==> src/frt_pkg.sv <==
// shared types, constants and the arctangent table of the follower trajectory block
// no dependencies
package frt_pkg;

	localparam int unsigned DataW          = 32;
	localparam int unsigned InDataW        = 6 * DataW;
	localparam int unsigned OutDataW       = 8 * DataW;
	localparam int unsigned CordicStepsDef = 16;
	localparam int unsigned CntW           = 6;
	localparam int unsigned ModBits        = 14;
	localparam int unsigned SqrtSteps      = 32;
	localparam int unsigned DivBits        = 33;

	localparam logic        [32:0] TwoPiQ30  = 33'd6746518852;
	localparam logic signed [34:0] TwoPiS    = 35'sd6746518852;
	localparam logic signed [34:0] PiQ30     = 35'sd3373259426;
	localparam logic signed [34:0] HalfPiQ30 = 35'sd1686629713;
	localparam logic signed [33:0] GainQ30   = 34'sd652032874;

	typedef enum logic [4:0] {
		OP_NONE, OP_LOAD, OP_MOD, OP_FOLD, OP_ROT, OP_MULC, OP_MULS, OP_POSY,
		OP_DIFF, OP_SQX, OP_SQY, OP_SUM, OP_SQRT, OP_DIVLD, OP_DIV, OP_DIVWR,
		OP_EMITP, OP_EMITF, OP_UPD
	} dp_op_t;

	typedef struct packed {
		dp_op_t          op;
		logic [CntW-1:0] step;
		logic [1:0]      sel;
	} dp_cmd_t;

	typedef struct packed {
		logic have_prev;
		logic fin;
		logic slot_free;
	} dp_stat_t;

	function automatic logic [31:0] atan_q30(input logic [4:0] i);
		logic [31:0] r;
		case (i)
			5'd0:  r = 32'h3243F6A8;
			5'd1:  r = 32'h1DAC6705;
			5'd2:  r = 32'h0FADBAFC;
			5'd3:  r = 32'h07F56EA6;
			5'd4:  r = 32'h03FEAB76;
			5'd5:  r = 32'h01FFD55B;
			5'd6:  r = 32'h00FFFAAA;
			5'd7:  r = 32'h007FFF55;
			5'd8:  r = 32'h003FFFEA;
			5'd9:  r = 32'h001FFFFD;
			5'd10: r = 32'h000FFFFF;
			5'd11: r = 32'h0007FFFF;
			5'd12: r = 32'h0003FFFF;
			5'd13: r = 32'h0001FFFF;
			5'd14: r = 32'h0000FFFF;
			5'd15: r = 32'h00007FFF;
			5'd16: r = 32'h00003FFF;
			5'd17: r = 32'h00001FFF;
			5'd18: r = 32'h00000FFF;
			5'd19: r = 32'h000007FF;
			5'd20: r = 32'h000003FF;
			5'd21: r = 32'h000001FF;
			5'd22: r = 32'h000000FF;
			5'd23: r = 32'h0000007F;
			5'd24: r = 32'h0000003F;
			5'd25: r = 32'h0000001F;
			5'd26: r = 32'h0000000F;
			5'd27: r = 32'h00000008;
			5'd28: r = 32'h00000004;
			5'd29: r = 32'h00000002;
			5'd30: r = 32'h00000001;
			default: r = 32'h00000000;
		endcase
		return r;
	endfunction

endpackage

==> src/frt_ctrl.sv <==
// sequencing state machine of the follower trajectory block
// depends on frt_pkg
module frt_ctrl #(
	parameter int unsigned CORDIC_STEPS = frt_pkg::CordicStepsDef
) (
	input  logic               clk,
	input  logic               arst_n,
	input  logic               s_tvalid,
	output logic               s_tready,
	input  frt_pkg::dp_stat_t  stat,
	output frt_pkg::dp_cmd_t   cmd
);

	typedef enum logic [17:0] {
		S_IDLE  = 18'd1,
		S_MOD   = 18'd2,
		S_FOLD  = 18'd4,
		S_ROT   = 18'd8,
		S_MULC  = 18'd16,
		S_MULS  = 18'd32,
		S_POSY  = 18'd64,
		S_DIFF  = 18'd128,
		S_SQX   = 18'd256,
		S_SQY   = 18'd512,
		S_SUM   = 18'd1024,
		S_SQRT  = 18'd2048,
		S_DIVLD = 18'd4096,
		S_DIV   = 18'd8192,
		S_DIVWR = 18'd16384,
		S_EMITP = 18'd32768,
		S_EMITF = 18'd65536,
		S_UPD   = 18'd131072
	} state_t;

	localparam logic [frt_pkg::CntW-1:0] RotLast  = frt_pkg::CntW'(CORDIC_STEPS - 1);
	localparam logic [frt_pkg::CntW-1:0] ModLast  = frt_pkg::CntW'(frt_pkg::ModBits - 1);
	localparam logic [frt_pkg::CntW-1:0] SqrtLast = frt_pkg::CntW'(frt_pkg::SqrtSteps - 1);
	localparam logic [frt_pkg::CntW-1:0] DivLast  = frt_pkg::CntW'(frt_pkg::DivBits - 1);

	state_t                    state_q, state_d;
	logic [frt_pkg::CntW-1:0]  cnt_q, cnt_d;
	logic [1:0]                sel_q, sel_d;

	always_comb begin
		state_d  = state_q;
		cnt_d    = cnt_q;
		sel_d    = sel_q;
		s_tready = 1'b0;
		cmd.op   = frt_pkg::OP_NONE;
		cmd.step = cnt_q;
		cmd.sel  = sel_q;
		case (state_q)
			S_IDLE: begin
				s_tready = 1'b1;
				if (s_tvalid) begin
					cmd.op  = frt_pkg::OP_LOAD;
					cnt_d   = ModLast;
					state_d = S_MOD;
				end
			end
			S_MOD: begin
				cmd.op = frt_pkg::OP_MOD;
				if (cnt_q == '0) begin
					state_d = S_FOLD;
				end else begin
					cnt_d = cnt_q - 1'b1;
				end
			end
			S_FOLD: begin
				cmd.op  = frt_pkg::OP_FOLD;
				cnt_d   = '0;
				state_d = S_ROT;
			end
			S_ROT: begin
				cmd.op = frt_pkg::OP_ROT;
				if (cnt_q == RotLast) begin
					state_d = S_MULC;
				end else begin
					cnt_d = cnt_q + 1'b1;
				end
			end
			S_MULC: begin
				cmd.op  = frt_pkg::OP_MULC;
				state_d = S_MULS;
			end
			S_MULS: begin
				cmd.op  = frt_pkg::OP_MULS;
				state_d = S_POSY;
			end
			S_POSY: begin
				cmd.op = frt_pkg::OP_POSY;
				if (stat.have_prev) begin
					state_d = S_DIFF;
				end else if (stat.fin) begin
					state_d = S_EMITF;
				end else begin
					state_d = S_UPD;
				end
			end
			S_DIFF: begin
				cmd.op  = frt_pkg::OP_DIFF;
				state_d = S_SQX;
			end
			S_SQX: begin
				cmd.op  = frt_pkg::OP_SQX;
				state_d = S_SQY;
			end
			S_SQY: begin
				cmd.op  = frt_pkg::OP_SQY;
				state_d = S_SUM;
			end
			S_SUM: begin
				cmd.op  = frt_pkg::OP_SUM;
				cnt_d   = '0;
				state_d = S_SQRT;
			end
			S_SQRT: begin
				cmd.op = frt_pkg::OP_SQRT;
				if (cnt_q == SqrtLast) begin
					sel_d   = '0;
					state_d = S_DIVLD;
				end else begin
					cnt_d = cnt_q + 1'b1;
				end
			end
			S_DIVLD: begin
				cmd.op  = frt_pkg::OP_DIVLD;
				cnt_d   = DivLast;
				state_d = S_DIV;
			end
			S_DIV: begin
				cmd.op = frt_pkg::OP_DIV;
				if (cnt_q == '0) begin
					state_d = S_DIVWR;
				end else begin
					cnt_d = cnt_q - 1'b1;
				end
			end
			S_DIVWR: begin
				cmd.op = frt_pkg::OP_DIVWR;
				if (sel_q == 2'd3) begin
					state_d = S_EMITP;
				end else begin
					sel_d   = sel_q + 1'b1;
					state_d = S_DIVLD;
				end
			end
			S_EMITP: begin
				if (stat.slot_free) begin
					cmd.op  = frt_pkg::OP_EMITP;
					state_d = stat.fin ? S_EMITF : S_UPD;
				end
			end
			S_EMITF: begin
				if (stat.slot_free) begin
					cmd.op  = frt_pkg::OP_EMITF;
					state_d = S_UPD;
				end
			end
			S_UPD: begin
				cmd.op  = frt_pkg::OP_UPD;
				state_d = S_IDLE;
			end
			default: begin
				state_d = S_IDLE;
			end
		endcase
	end

	always_ff @(posedge clk or negedge arst_n) begin
		if (!arst_n) begin
			state_q <= S_IDLE;
			cnt_q   <= '0;
			sel_q   <= '0;
		end else begin
			state_q <= state_d;
			cnt_q   <= cnt_d;
			sel_q   <= sel_d;
		end
	end

endmodule

==> config.mk <==
export PLATFORM = sky130hd
export DESIGN_NAME = frt_ctrl
export DESIGN_NICKNAME = d
export VERILOG_FILES = /design/src/frt_pkg.sv /design/src/frt_ctrl.sv
export SDC_FILE = /design/constraint.sdc
export NUM_CORES = 1
export LEC_CHECK = 0
export BUFFER_PORTS_ARGS = -buffer_cell sky130_fd_sc_hd__buf_2
export CAP_MARGIN = 20
export CORE_AREA = 5 5 68 70
export DETAILED_ROUTE_END_ITERATION = 8
export DIE_AREA = 0 0 73 75
export GPL_TIMING_DRIVEN = 0
export PLACE_DENSITY = 0.78
export SYNTH_ARGS = -nofsm -noshare
export SYNTH_HDL_FRONTEND = slang
export SYNTH_SLANG_ARGS = --single-unit
export TNS_END_PERCENT = 5
==> constraint.sdc <==
create_clock -name clk -period 2.7 [get_ports clk]
set_input_delay 0 -clock clk [delete_from_list [all_inputs] [get_ports clk]]
set_output_delay 0 -clock clk [all_outputs]
set_load 0.01 [all_outputs]
==> metrics.cfg, run 1 <==
[critical_path]
ff2ff_setup_slack_ns=0.1
crit_start=state_q[6]
reg2reg_depth=12
worstPathCellList=nor4_4 > nand4_1 > o22ai_4 > buf_12 > ha_4 > a211oi_2 > o21bai_1 > a21oi_1 > xnor2_1 > nor2b_1 > o21ai_1 > o21ai_1
cp-end-kind=register
path_common_cell=o21ai_1
criticalPathCategory=reg2reg
critical_path.top_delay_family=compound AO/OA/AOI/OAI gates
crit_arrival_ns=2.75
cp_max_fo=4
start_kind=register
max_stage_delay_ns=0.43
r2r_end=cnt_q[5]
cpMaxStageDelayCell=dfrtp_1
crit_buf_inv=1
required_ns=2.84
r2r_start=state_q[6]
path_depth=12

[sta]
slew_headroom_pct=60.6
fin_crit_ns=2.60
worst_slew_pin_slew_ns=0.583
fmax_mhz=385
grt_setup_unrepaired=yes
finClkSkew_ns=0.00934
setup_viol=0
period_share_pct=96.3
hold_viol_final=0
finalMaxSlewViolations=0
tns_ns=0

[yosys]
synthesis.nets=217
synth_seq_area_share_pct=33.8
synthMuxAreaShare_pct=0.519
synth_cell_types=59
synthTopCellsByCount=dfrtp_1 (25), nor2_1 (14), inv_1 (13), nand2_1 (13), o21ai_0 (11)
synth_simple_gate_area_share_pct=36.8
synth_flop_cell=dfrtp_1
synth_top_area_share_pct=32.5
synth_compound_area_share_pct=18.4
yosysTopAreaCell=dfrtp_1
ys_async_sr_fraction_pct=100
synth_edf_count=0
syn_avg_cell_area_um2=9.40
synthXorXnorAreaFrac_pct=2.73
yosys_warnings=0
synthAdderAreaFrac_pct=4.29
synth_area_um2=1930
synth_top_family_by_area=simple AND/OR/NAND/NOR gates
synth_area_leaders=dfrtp_1 (32%), nor4_4 (4.4%), ha_1 (3.2%)
postSynthCellCount=205
synth.most_common_cell=dfrtp_1
synth_seq_cells=26

[power]
p_per_area_nw_per_um2=846
p_int_uw=1210
finalPower_uw=2020
power_switching_uw=815
swShare_pct=40.3
combPwrFrac_pct=56.7
clock_power_share_pct=16.1
p_leak_uw=0.00108
p_seq_share_pct=27.3
ir_worst_vdd_mv=0.443

[clock_tree]
clockBufferDepth=2
cts.sinks=26
worstSkewPairLatency_ns=0.27
h-tree-depth=1
cts-root-buf=clkbuf_8
clkSlewWorstSetupHoldPaths_ns=0.10
cts_buffers=3
cts_tree=built

[global_routing]
overflow=0
antenna_found_initial=0
grt_use_total_pct=19.2
grt_first_pass_wirelength_mm=8.23
grt_pass1_vias=1751
grt_max_degree=27

[floorplan]
core_area_um2=3910
die_y_um=75
io_pins=20
dieWidth_um=73
rows=23
start_util_pct=49.2
die-area_um2=5480

[routing]
vias=1821
route.detailed.drc=0
drt_wl_total_mm=5.11
drt_iter0_markers=131
viasPerCell=6.15
drt-pass1-iter-count=4
ant_nets=0
wl_per_cell_um=17.2

[cells_and_area]
diodes=0
final_nets=259
drive_above_1_share_pct=28.5
post-route-util_pct=61.1
design_area_um2=2390
syn_to_final_growth_pct=24.1

[flow_run]
maxCapViolCount=0

[worst_hold_path]
min_from=s_tvalid
hp-class=in2reg
holdPathEnd=state_q[1]
hold_path_depth=2

[placement]
portBuffers=19
dpl_cell_area_um2=2080
dp_hpwl_mm=3.67
gp_congestion=0.889

[outcome]
status=completed

[state kept, by name, summed over array words and instances (netlist names)]
signal	cells
sel_q	2
cnt_q	6
state_q	18
[worst register-to-register path, cell delays in order, from the launching register on]
cell	delay, ns
dfrtp_1	0.43
nor4_4	0.39
nand4_1	0.23
o22ai_4	0.24
buf_12	0.15
ha_4	0.20
a211oi_2	0.18
o21bai_1	0.09
a21oi_1	0.16
xnor2_1	0.16
nor2b_1	0.07
o21ai_1	0.11
o21ai_1	0.07
[cell usage in the layout, fill, tap and decap left out, types with 3 or more instances in the layout]
cell type / instances
o21a_1: 3
dfrtp_2: 5
nand3_1: 10
xor2_1: 3
and4b_1: 3
nor3_1: 3
o21ai_1: 4
buf_4: 14
nand2b_1: 6
xnor2_1: 3
ha_1: 3
nand4_1: 8
nor2b_1: 4
inv_1: 12
and3_1: 4
nor4_4: 6
and4_1: 3
nand2_1: 13
nor4_1: 3
or4_1: 3
a21o_1: 5
dfrtp_1: 20
buf_2: 20
dlygate4sd3_1: 3
nor2_1: 14
a21oi_1: 8
clkbuf_8: 3
nor3b_1: 5
o21ai_0: 7
[area by class of cell]
cell class                 instances  area, um2
sequential                        26        658
fill                             326       1520
clock inverter                     1       30.0
tap                               50       62.6
timing repair buffer              37        254
clock buffer                       3       41.3
inverter                          13       48.8
buffer                             3       17.5
multi-input combinational        163       1280
[repair_timing]
item,in CTS,in global routing
setup endpoints to repair,4,2
setup buffers,10,5
gates resized for setup,5,15
hold endpoints to repair,27,0
pin swaps,6,13
hold buffers,3,0
[routing by layer]
metal  part of all wire, %  global-route usage, %
met5                     0                      0
met4                   2.1                   7.17
met3                   6.0                   2.54
met2                    48                   32.2
met1                    44                   25.3
[how the worst max path moves through the flow]
stage	end	slack, ns
after floorplan	cnt_q[5]	0.05
after global placement	cnt_q[5]	-0.32
after detailed placement	cnt_q[5]	-0.41
after CTS	cnt_q[5]	0.01
after global routing	cnt_q[5]	-0.03
final	cnt_q[5]	0.1
[kinds of logic (layout without fill, tap and decap cells)]
| logic type | count (synthesis) | count (layout) |
|---|---|---|
| buffers and inverters | 16 | 57 |
| DFF | 26 | 26 |
| AOI/OAI and AO/OA | 46 | 46 |
| xor gates and xnor gates | 6 | 6 |
| and+or+nand+nor | 104 | 104 |
| muxes | 1 | 1 |
| adders and majority gates | 6 | 6 |
[per-stage QoR]
| step | setup slack, ns | cells | hold slack, ns |
|---|---|---|---|
| after floorplan | 0.0529 | 205 | -0.296 |
| after global placement | -0.322 | 274 | 0.0366 |
| after detailed placement | -0.406 | 274 | 0.0462 |
| after CTS | 0.0115 | 291 | 0.00908 |
| after global routing | -0.0338 | 296 | 0.0283 |
| final | 0.0996 | 296 | 0.0273 |
[power groups by stage]
stage                     Combinational, uW  Clock [uW]  Sequential [uW]
after global routing                   1260         350              562
after detailed placement                967           0              545
after global placement                  944           0              545
final                                  1150         325              551
after floorplan                         737           0              537
after CTS                              1050         333              543
Note: power is estimated with default switching activity, not from simulation.
==> inputs of run 2 (changes only) <==
--- a/config.mk
+++ b/config.mk
@@ -11,7 +11,8 @@
 export DETAILED_ROUTE_END_ITERATION = 8
 export DIE_AREA = 0 0 73 75
 export GPL_TIMING_DRIVEN = 0
-export PLACE_DENSITY = 0.78
+export PLACE_DENSITY = 0.71
+export SETUP_SLACK_MARGIN = 0.05
 export SYNTH_ARGS = -nofsm -noshare
 export SYNTH_HDL_FRONTEND = slang
 export SYNTH_SLANG_ARGS = --single-unit
==> metrics.cfg, run 2 (same netlist as run 1, synthesis figures left out) <==
[cells_and_area]
multi_input_area_um2=1280  ; unchanged
final_cell_mix=buf_2 (21), dfrtp_1 (17), nor2_1 (14), buf_4 (14)
final_common_cell=buf_2
largest_register_ffs=18  ; unchanged
syn_to_final_growth_pct=24.3
drive_above_1_share_pct=29.3  ; +0.81 points
diodes=0  ; unchanged
register_area_um2=662  ; +0.57%
top_regs=state_q: 18 flops, cnt_q: 6 flops, sel_q: 2 flops
final_nets=259  ; unchanged
regMostFlops=state_q
fillers=348  ; +6.7%

[sta]
period_share_pct=95.6  ; -0.76 points
grt_setup_unrepaired=yes
finalMaxSlewViolations=0  ; unchanged
setup_viol=0  ; unchanged
whs_ns=0.0106  ; -0.0168 ns
finClkSkew_ns=0.00482  ; -0.00452 ns
fmax_mhz=388  ; +0.80%
slew_headroom_pct=57.4  ; -3.2 points
hold_viol_final=0  ; unchanged
worst_slew_pin_slew_ns=0.631  ; +0.0478 ns
fin_crit_ns=2.58  ; -0.0205 ns

[global_routing]
grt_first_pass_wirelength_mm=8.46  ; +2.8%
grt_use_total_pct=19.7  ; +0.47 points
grt_max_degree=27  ; unchanged
antenna_found_initial=0  ; unchanged
overflow=0  ; unchanged
grt_pass1_vias=1761  ; +0.57%

[routing]
viasPerCell=6.12  ; -0.49%
drt_wl_total_mm=4.95  ; -3.0%
drt-met1-wl_mm=2.19  ; -2.7%
drt-pass1-iter-count=4  ; unchanged
vias=1812  ; -0.49%
wl_met3_um=268  ; -13%
top_layer=met4
wl_per_cell_um=16.7  ; -3.0%
drt_iter0_markers=144  ; +9.9%
ant_nets=0  ; unchanged
wl_met2_mm=2.40  ; -1.3%
route.detailed.drc=0  ; unchanged

[critical_path]
max_stage_delay_ns=0.42  ; about the same
cp-end-kind=register
crit_buf_inv=1  ; unchanged
r2r_start=state_q[6]
path_common_cell=o21ai_1
cpMaxStageDelayCell=dfrtp_1
reg2reg_depth=12  ; unchanged
ff2ff_setup_slack_ns=0.12  ; +0.02 ns
cp_max_fo=6  ; +2
required_ns=2.86  ; +0.02 ns
critical_path.top_delay_family=compound AO/OA/AOI/OAI gates
criticalPathCategory=reg2reg
worstPathCellList=nor4_4 > nand4_1 > o22ai_4 > buf_12 > ha_4 > a211oi_2 > o21bai_1 > a21oi_1 > xnor2_1 > nor2b_1 > o21ai_1 > o21ai_1
start_kind=register
path_depth=12  ; unchanged
r2r_end=cnt_q[5]
crit_arrival_ns=2.74  ; about the same

[power]
ir_worst_vdd_mv=0.556  ; +25%
clock_power_share_pct=16.4  ; +0.3 points
power_switching_uw=819  ; +0.53%
p_int_uw=1200  ; -0.53%
swShare_pct=40.5  ; +0.26 points
p_leak_uw=0.00108  ; -0.36%
p_seq_share_pct=27.2  ; about the same
finalPower_uw=2020  ; -0.10%
combPwrFrac_pct=56.4  ; -0.3 points
p_per_area_nw_per_um2=844  ; -0.26%

[worst_hold_path]
holdPathEnd=state_q[1]
hp-class=in2reg
min_from=s_tvalid
hold_path_depth=2  ; unchanged

[placement]
portBuffers=19  ; unchanged
dp_hpwl_mm=3.54  ; -3.6%
gp_congestion=0.911  ; +2.5%

[floorplan]
start_util_pct=49.2  ; unchanged
core_area_um2=3910  ; unchanged
io_pins=20  ; unchanged
die_y_um=75  ; unchanged
die-area_um2=5480  ; unchanged
rows=23  ; unchanged
dieWidth_um=73  ; unchanged

[clock_tree]
cts-root-buf=clkbuf_8
clkSlewWorstSetupHoldPaths_ns=0.10  ; about the same
cts.sinks=26  ; unchanged
worstSkewPairLatency_ns=0.28  ; about the same
h-tree-depth=1  ; unchanged
clockBufferDepth=2  ; unchanged
cts_buffers=3  ; unchanged
cts_tree=built

[flow_run]
maxCapViolCount=0  ; unchanged

[outcome]
status=completed

==> run 2: cell count changes in the layout (fill, tap and decap cells not counted) <==
cell,delta
buf_2,+1
clkbuf_2,-1
dfrtp_1,-3
dfrtp_2,+3
inv_1,+1
inv_2,-1
o21ai_0,+1
o21ai_1,-1
==> run 2: repair_timing <==
item | 4_1_cts | 5_1_grt
gates resized for setup | 8 | 14
hold buffers | 3 | 0
cloned | 0 | 0
pin swaps | 7 | 9
setup endpoints to repair | 5 | 3
setup buffers | 10 | 5
endpoints found under the hold margin | 27 | 0
==> run 2: through the flow <==
| step | setup slack, ns | cell area (um2) | cells | utilization, % | TNS (ns) |
|---|---|---|---|---|---|
| 2_1_floorplan | 0.0529 | 1930 | 205 | - | 0 |
| 3_3_place_gp | -0.367 | 2080 | 274 | 53.3 | -0.774 |
| 3_5_place_dp | -0.373 | 2080 | 274 | 53.3 | -0.829 |
| 4_1_cts | 0.0604 | 2330 | 291 | 59.6 | 0 |
| 5_1_grt | -0.0579 | 2390 | 296 | 61.2 | -0.0970 |
| 6_report | 0.120 | 2390 | 296 | 61.2 | 0 |
==> run 2: layer usage <==
layer  vias to the layer above  track usage (%)
met1                       876             26.0
met5                         -                0
met4                         0             6.35
met2                        62             33.1
li1                        861                -
met3                        13             2.94
==> run 2: final cells by class <==
class / count / area share, %
multi-input cells: 163 / 53.4
clock buffers: 3 / 1.72
well taps: 50 / 2.61
inverters: 13 / 2.04
repair buffers: 37 / 10.6
plain buffers: 3 / 0.731
flip-flops and latches: 26 / 27.6
clock inverters: 1 / 1.25
==> run 2: power by group through the flow <==
stage | registers [uW] | clock network, uW | logic [uW]
2_1_floorplan | 537 | 0 | 737
3_3_place_gp | 541 | 0 | 969
3_5_place_dp | 545 | 0 | 972
4_1_cts | 545 | 336 | 1110
5_1_grt | 558 | 352 | 1250
6_report | 550 | 331 | 1140
==> run 2: worst max path at each step <==
stage               startpoint       end  slack (ns)
global placement    state_q[5]  cnt_q[5]       -0.37
global route        state_q[6]  cnt_q[5]       -0.06
detailed placement  state_q[4]  cnt_q[5]       -0.37
finish              state_q[6]  cnt_q[5]        0.12
CTS                 state_q[8]  cnt_q[5]        0.06
floorplan           state_q[5]  cnt_q[5]        0.05
==> inputs of run 3 (changes only) <==
--- a/config.mk
+++ b/config.mk
@@ -7,11 +7,11 @@
 export LEC_CHECK = 0
 export BUFFER_PORTS_ARGS = -buffer_cell sky130_fd_sc_hd__buf_2
 export CAP_MARGIN = 20
-export CORE_AREA = 5 5 68 70
+export CORE_AREA = 2 2 65 67
 export DETAILED_ROUTE_END_ITERATION = 8
-export DIE_AREA = 0 0 73 75
+export DIE_AREA = 0 0 67 69
 export GPL_TIMING_DRIVEN = 0
-export PLACE_DENSITY = 0.71
+export PLACE_DENSITY = 0.69
 export SETUP_SLACK_MARGIN = 0.05
 export SYNTH_ARGS = -nofsm -noshare
 export SYNTH_HDL_FRONTEND = slang
==> constraint.sdc (replaced) <==
create_clock -name clk -period 3 [get_ports clk]
set_input_delay 0 -clock clk [delete_from_list [all_inputs] [get_ports clk]]
set_output_delay 0 -clock clk [all_outputs]
set_load 0.01 [all_outputs]
==> metrics.cfg, run 3 (same netlist as run 1, synthesis figures left out) <==
[global_routing]
grtUsageMet3_pct=2.94  ; about the same
antenna_found_initial=0  ; unchanged
grt_first_pass_wirelength_mm=7.78  ; -8.0%
grt_max_degree=27  ; unchanged
grtUsageMet1_pct=32.5  ; +6.5 points
grtUsageMet2_pct=31.5  ; -1.6 points
grt_use_total_pct=21.4  ; +1.8 points
overflow=0  ; unchanged
grt_pass1_vias=1592  ; -9.6%
grt_busiest_layer=met1

[routing]
route.detailed.drc=0  ; unchanged
drt-pass1-iter-count=4  ; unchanged
vias=1729  ; -4.6%
viasPerCell=5.90  ; -3.6%
wl_per_cell_um=16.4  ; -2.0%
drt_wl_total_mm=4.80  ; -3.0%
ant_nets=0  ; unchanged
drt_iter0_markers=130  ; -9.7%

[cells_and_area]
diodes=0  ; unchanged
final_cell_mix=dfrtp_1 (24), buf_2 (20), nor2_1 (14)
top_regs=state_q: 18 flops, cnt_q: 6 flops, sel_q: 2 flops
design_area_um2=2350  ; -1.8%
final_common_cell=dfrtp_1
drive_above_1_share_pct=25.5  ; -3.8 points
regMostFlops=state_q
fillers=365  ; +4.9%
largest_register_ffs=18  ; unchanged
syn_to_final_growth_pct=22.0
final_nets=256  ; -1.2%
register_area_um2=653  ; -1.3%
final_cells=293  ; -1.0%
multi_input_area_um2=1280  ; -0.20%

[placement]
portBuffers=19  ; unchanged
gp_congestion=0.833  ; -8.5%
dp_hpwl_mm=3.52  ; -0.38%
dpl_cell_area_um2=2080  ; unchanged
placed_cells=274  ; unchanged

[sta]
slew_headroom_pct=62.3  ; +4.9 points
worst_slew_pin_slew_ns=0.566  ; -0.0650 ns
grt_setup_unrepaired=no
period_share_pct=92.4  ; -3.2 points
finalMaxSlewViolations=0  ; unchanged
hold_viol_final=0  ; unchanged
setup_viol=0  ; unchanged
fmax_mhz=361  ; -6.9%
finClkSkew_ns=0.00278  ; -0.00204 ns
fin_crit_ns=2.77  ; +0.191 ns

[floorplan]
io_pins=20  ; unchanged
rows=23  ; unchanged
start_util_pct=49.2  ; unchanged
core_area_um2=3910  ; unchanged
dieWidth_um=67  ; -8.2%
die-area_um2=4620  ; -16%
die_y_um=69  ; -8.0%

[critical_path]
path_common_cell=inv_1
cp_max_fo=7  ; +1
reg2reg_depth=11  ; -1
worstPathCellList=nor4_1 > nand4_2 > o22ai_4 > inv_1 > fa_1 > inv_1 > a21o_1 > a21oi_1 > xnor2_1 > nand3_1 > o21ai_0
criticalPathCategory=reg2reg
crit_start=state_q[4]
required_ns=3.16  ; +0.30 ns
start_kind=register
cp-end-kind=register
ff2ff_setup_slack_ns=0.23  ; +0.11 ns
crit_arrival_ns=2.93  ; +0.19 ns
r2r_start=state_q[4]
max_stage_delay_ns=0.46  ; +0.04 ns
r2r_end=cnt_q[4]
cpMaxStageDelayCell=nor4_1

[clock_tree]
h-tree-depth=1  ; unchanged
clkSlewWorstSetupHoldPaths_ns=0.09  ; about the same
cts_tree=built
cts-root-buf=clkbuf_8
cts_buffers=3  ; unchanged
cts.sinks=26  ; unchanged
clockBufferDepth=2  ; unchanged
worstSkewPairLatency_ns=0.28  ; about the same

[power]
p_leak_uw=0.00107  ; -1.1%
ir_worst_vdd_mv=0.418  ; -25%
p_per_area_nw_per_um2=767  ; -9.1%

[outcome]
status=completed

[flow_run]
maxCapViolCount=0  ; unchanged

[worst_hold_path]
min_from=stat[0]
holdPathEnd=state_q[16]
hold_path_depth=3  ; +1
hp-class=in2reg

[run 3: changes by cell type in the layout (fill, tap and decap cells not counted), sizes merged]
cell         delta
buf             -5
clkbuf          +1
dlygate4sd3     +1
[run 3: routing by layer]
layer	up-vias	wire length [um]
li1	859	-
met1	826	2360
met2	35	2200
met3	9	146
met4	0	95
met5	-	0
[run 3: worst max path at each step]
stage          endpoint  slack, ns  depth (start not counted)
2_1_floorplan  cnt_q[5]       0.35                         11
3_3_place_gp   cnt_q[5]      -0.12                         11
3_5_place_dp   cnt_q[5]      -0.13                         11
4_1_cts        cnt_q[5]       0.08                         11
5_1_grt        cnt_q[4]       0.03                         11
6_report       cnt_q[4]       0.23                         11
[run 3: cell type report]
type | count | share of cell area [%]
clock inverter | 1 | 1.28
buffer | 3 | 0.745
clock buffer | 3 | 1.76
inverter | 13 | 2.08
multi-input combinational | 163 | 54.3
timing repair buffer | 34 | 9.42
tap | 50 | 2.66
sequential | 26 | 27.8
[run 3: worst max-delay path, delay by kind of cell (launching register included)]
kind                       cells  cell delay (ns)
adders and majority gates      1             0.42
DFF                            1             0.45
buffers and inverters          2             0.22
and+or+nand+nor                3             0.75
AOI/OAI and AO/OA              4             0.66
xor gates and xnor gates       1             0.13
[run 3: power breakdown]
part	leakage, uW	internal, uW	total [uW]	switching [uW]
Clock	0.0000357	179	296	117
Sequential	0.000344	403	497	94.2
Combinational	0.000686	481	1010	529
[run 3: timing repair]
item / CTS / global route
buffers inserted: 1 / 10
setup endpoints to repair: 2 / 2
endpoints found under the hold margin: 27 / 1
hold buffers: 3 / 1
resized for setup: 2 / 9
pin swaps: 1 / 9
[run 3: metrics by stage]
stage / utilization (%) / hold WS (ns) / setup WS [ns] / setup TNS (ns) / power (uW)
final: 60.1 / 0.0514 / 0.229 / 0 / 1800
after global routing: 60.1 / 0.0582 / 0.0311 / 0 / 1930
after CTS: 56.4 / 0.000381 / 0.0791 / 0 / 1690
after detailed placement: 53.3 / 0.0348 / -0.125 / -0.125 / 1360
after global placement: 53.3 / 0.0350 / -0.123 / -0.123 / 1360
after floorplan: - / -0.296 / 0.353 / 0 / 1150
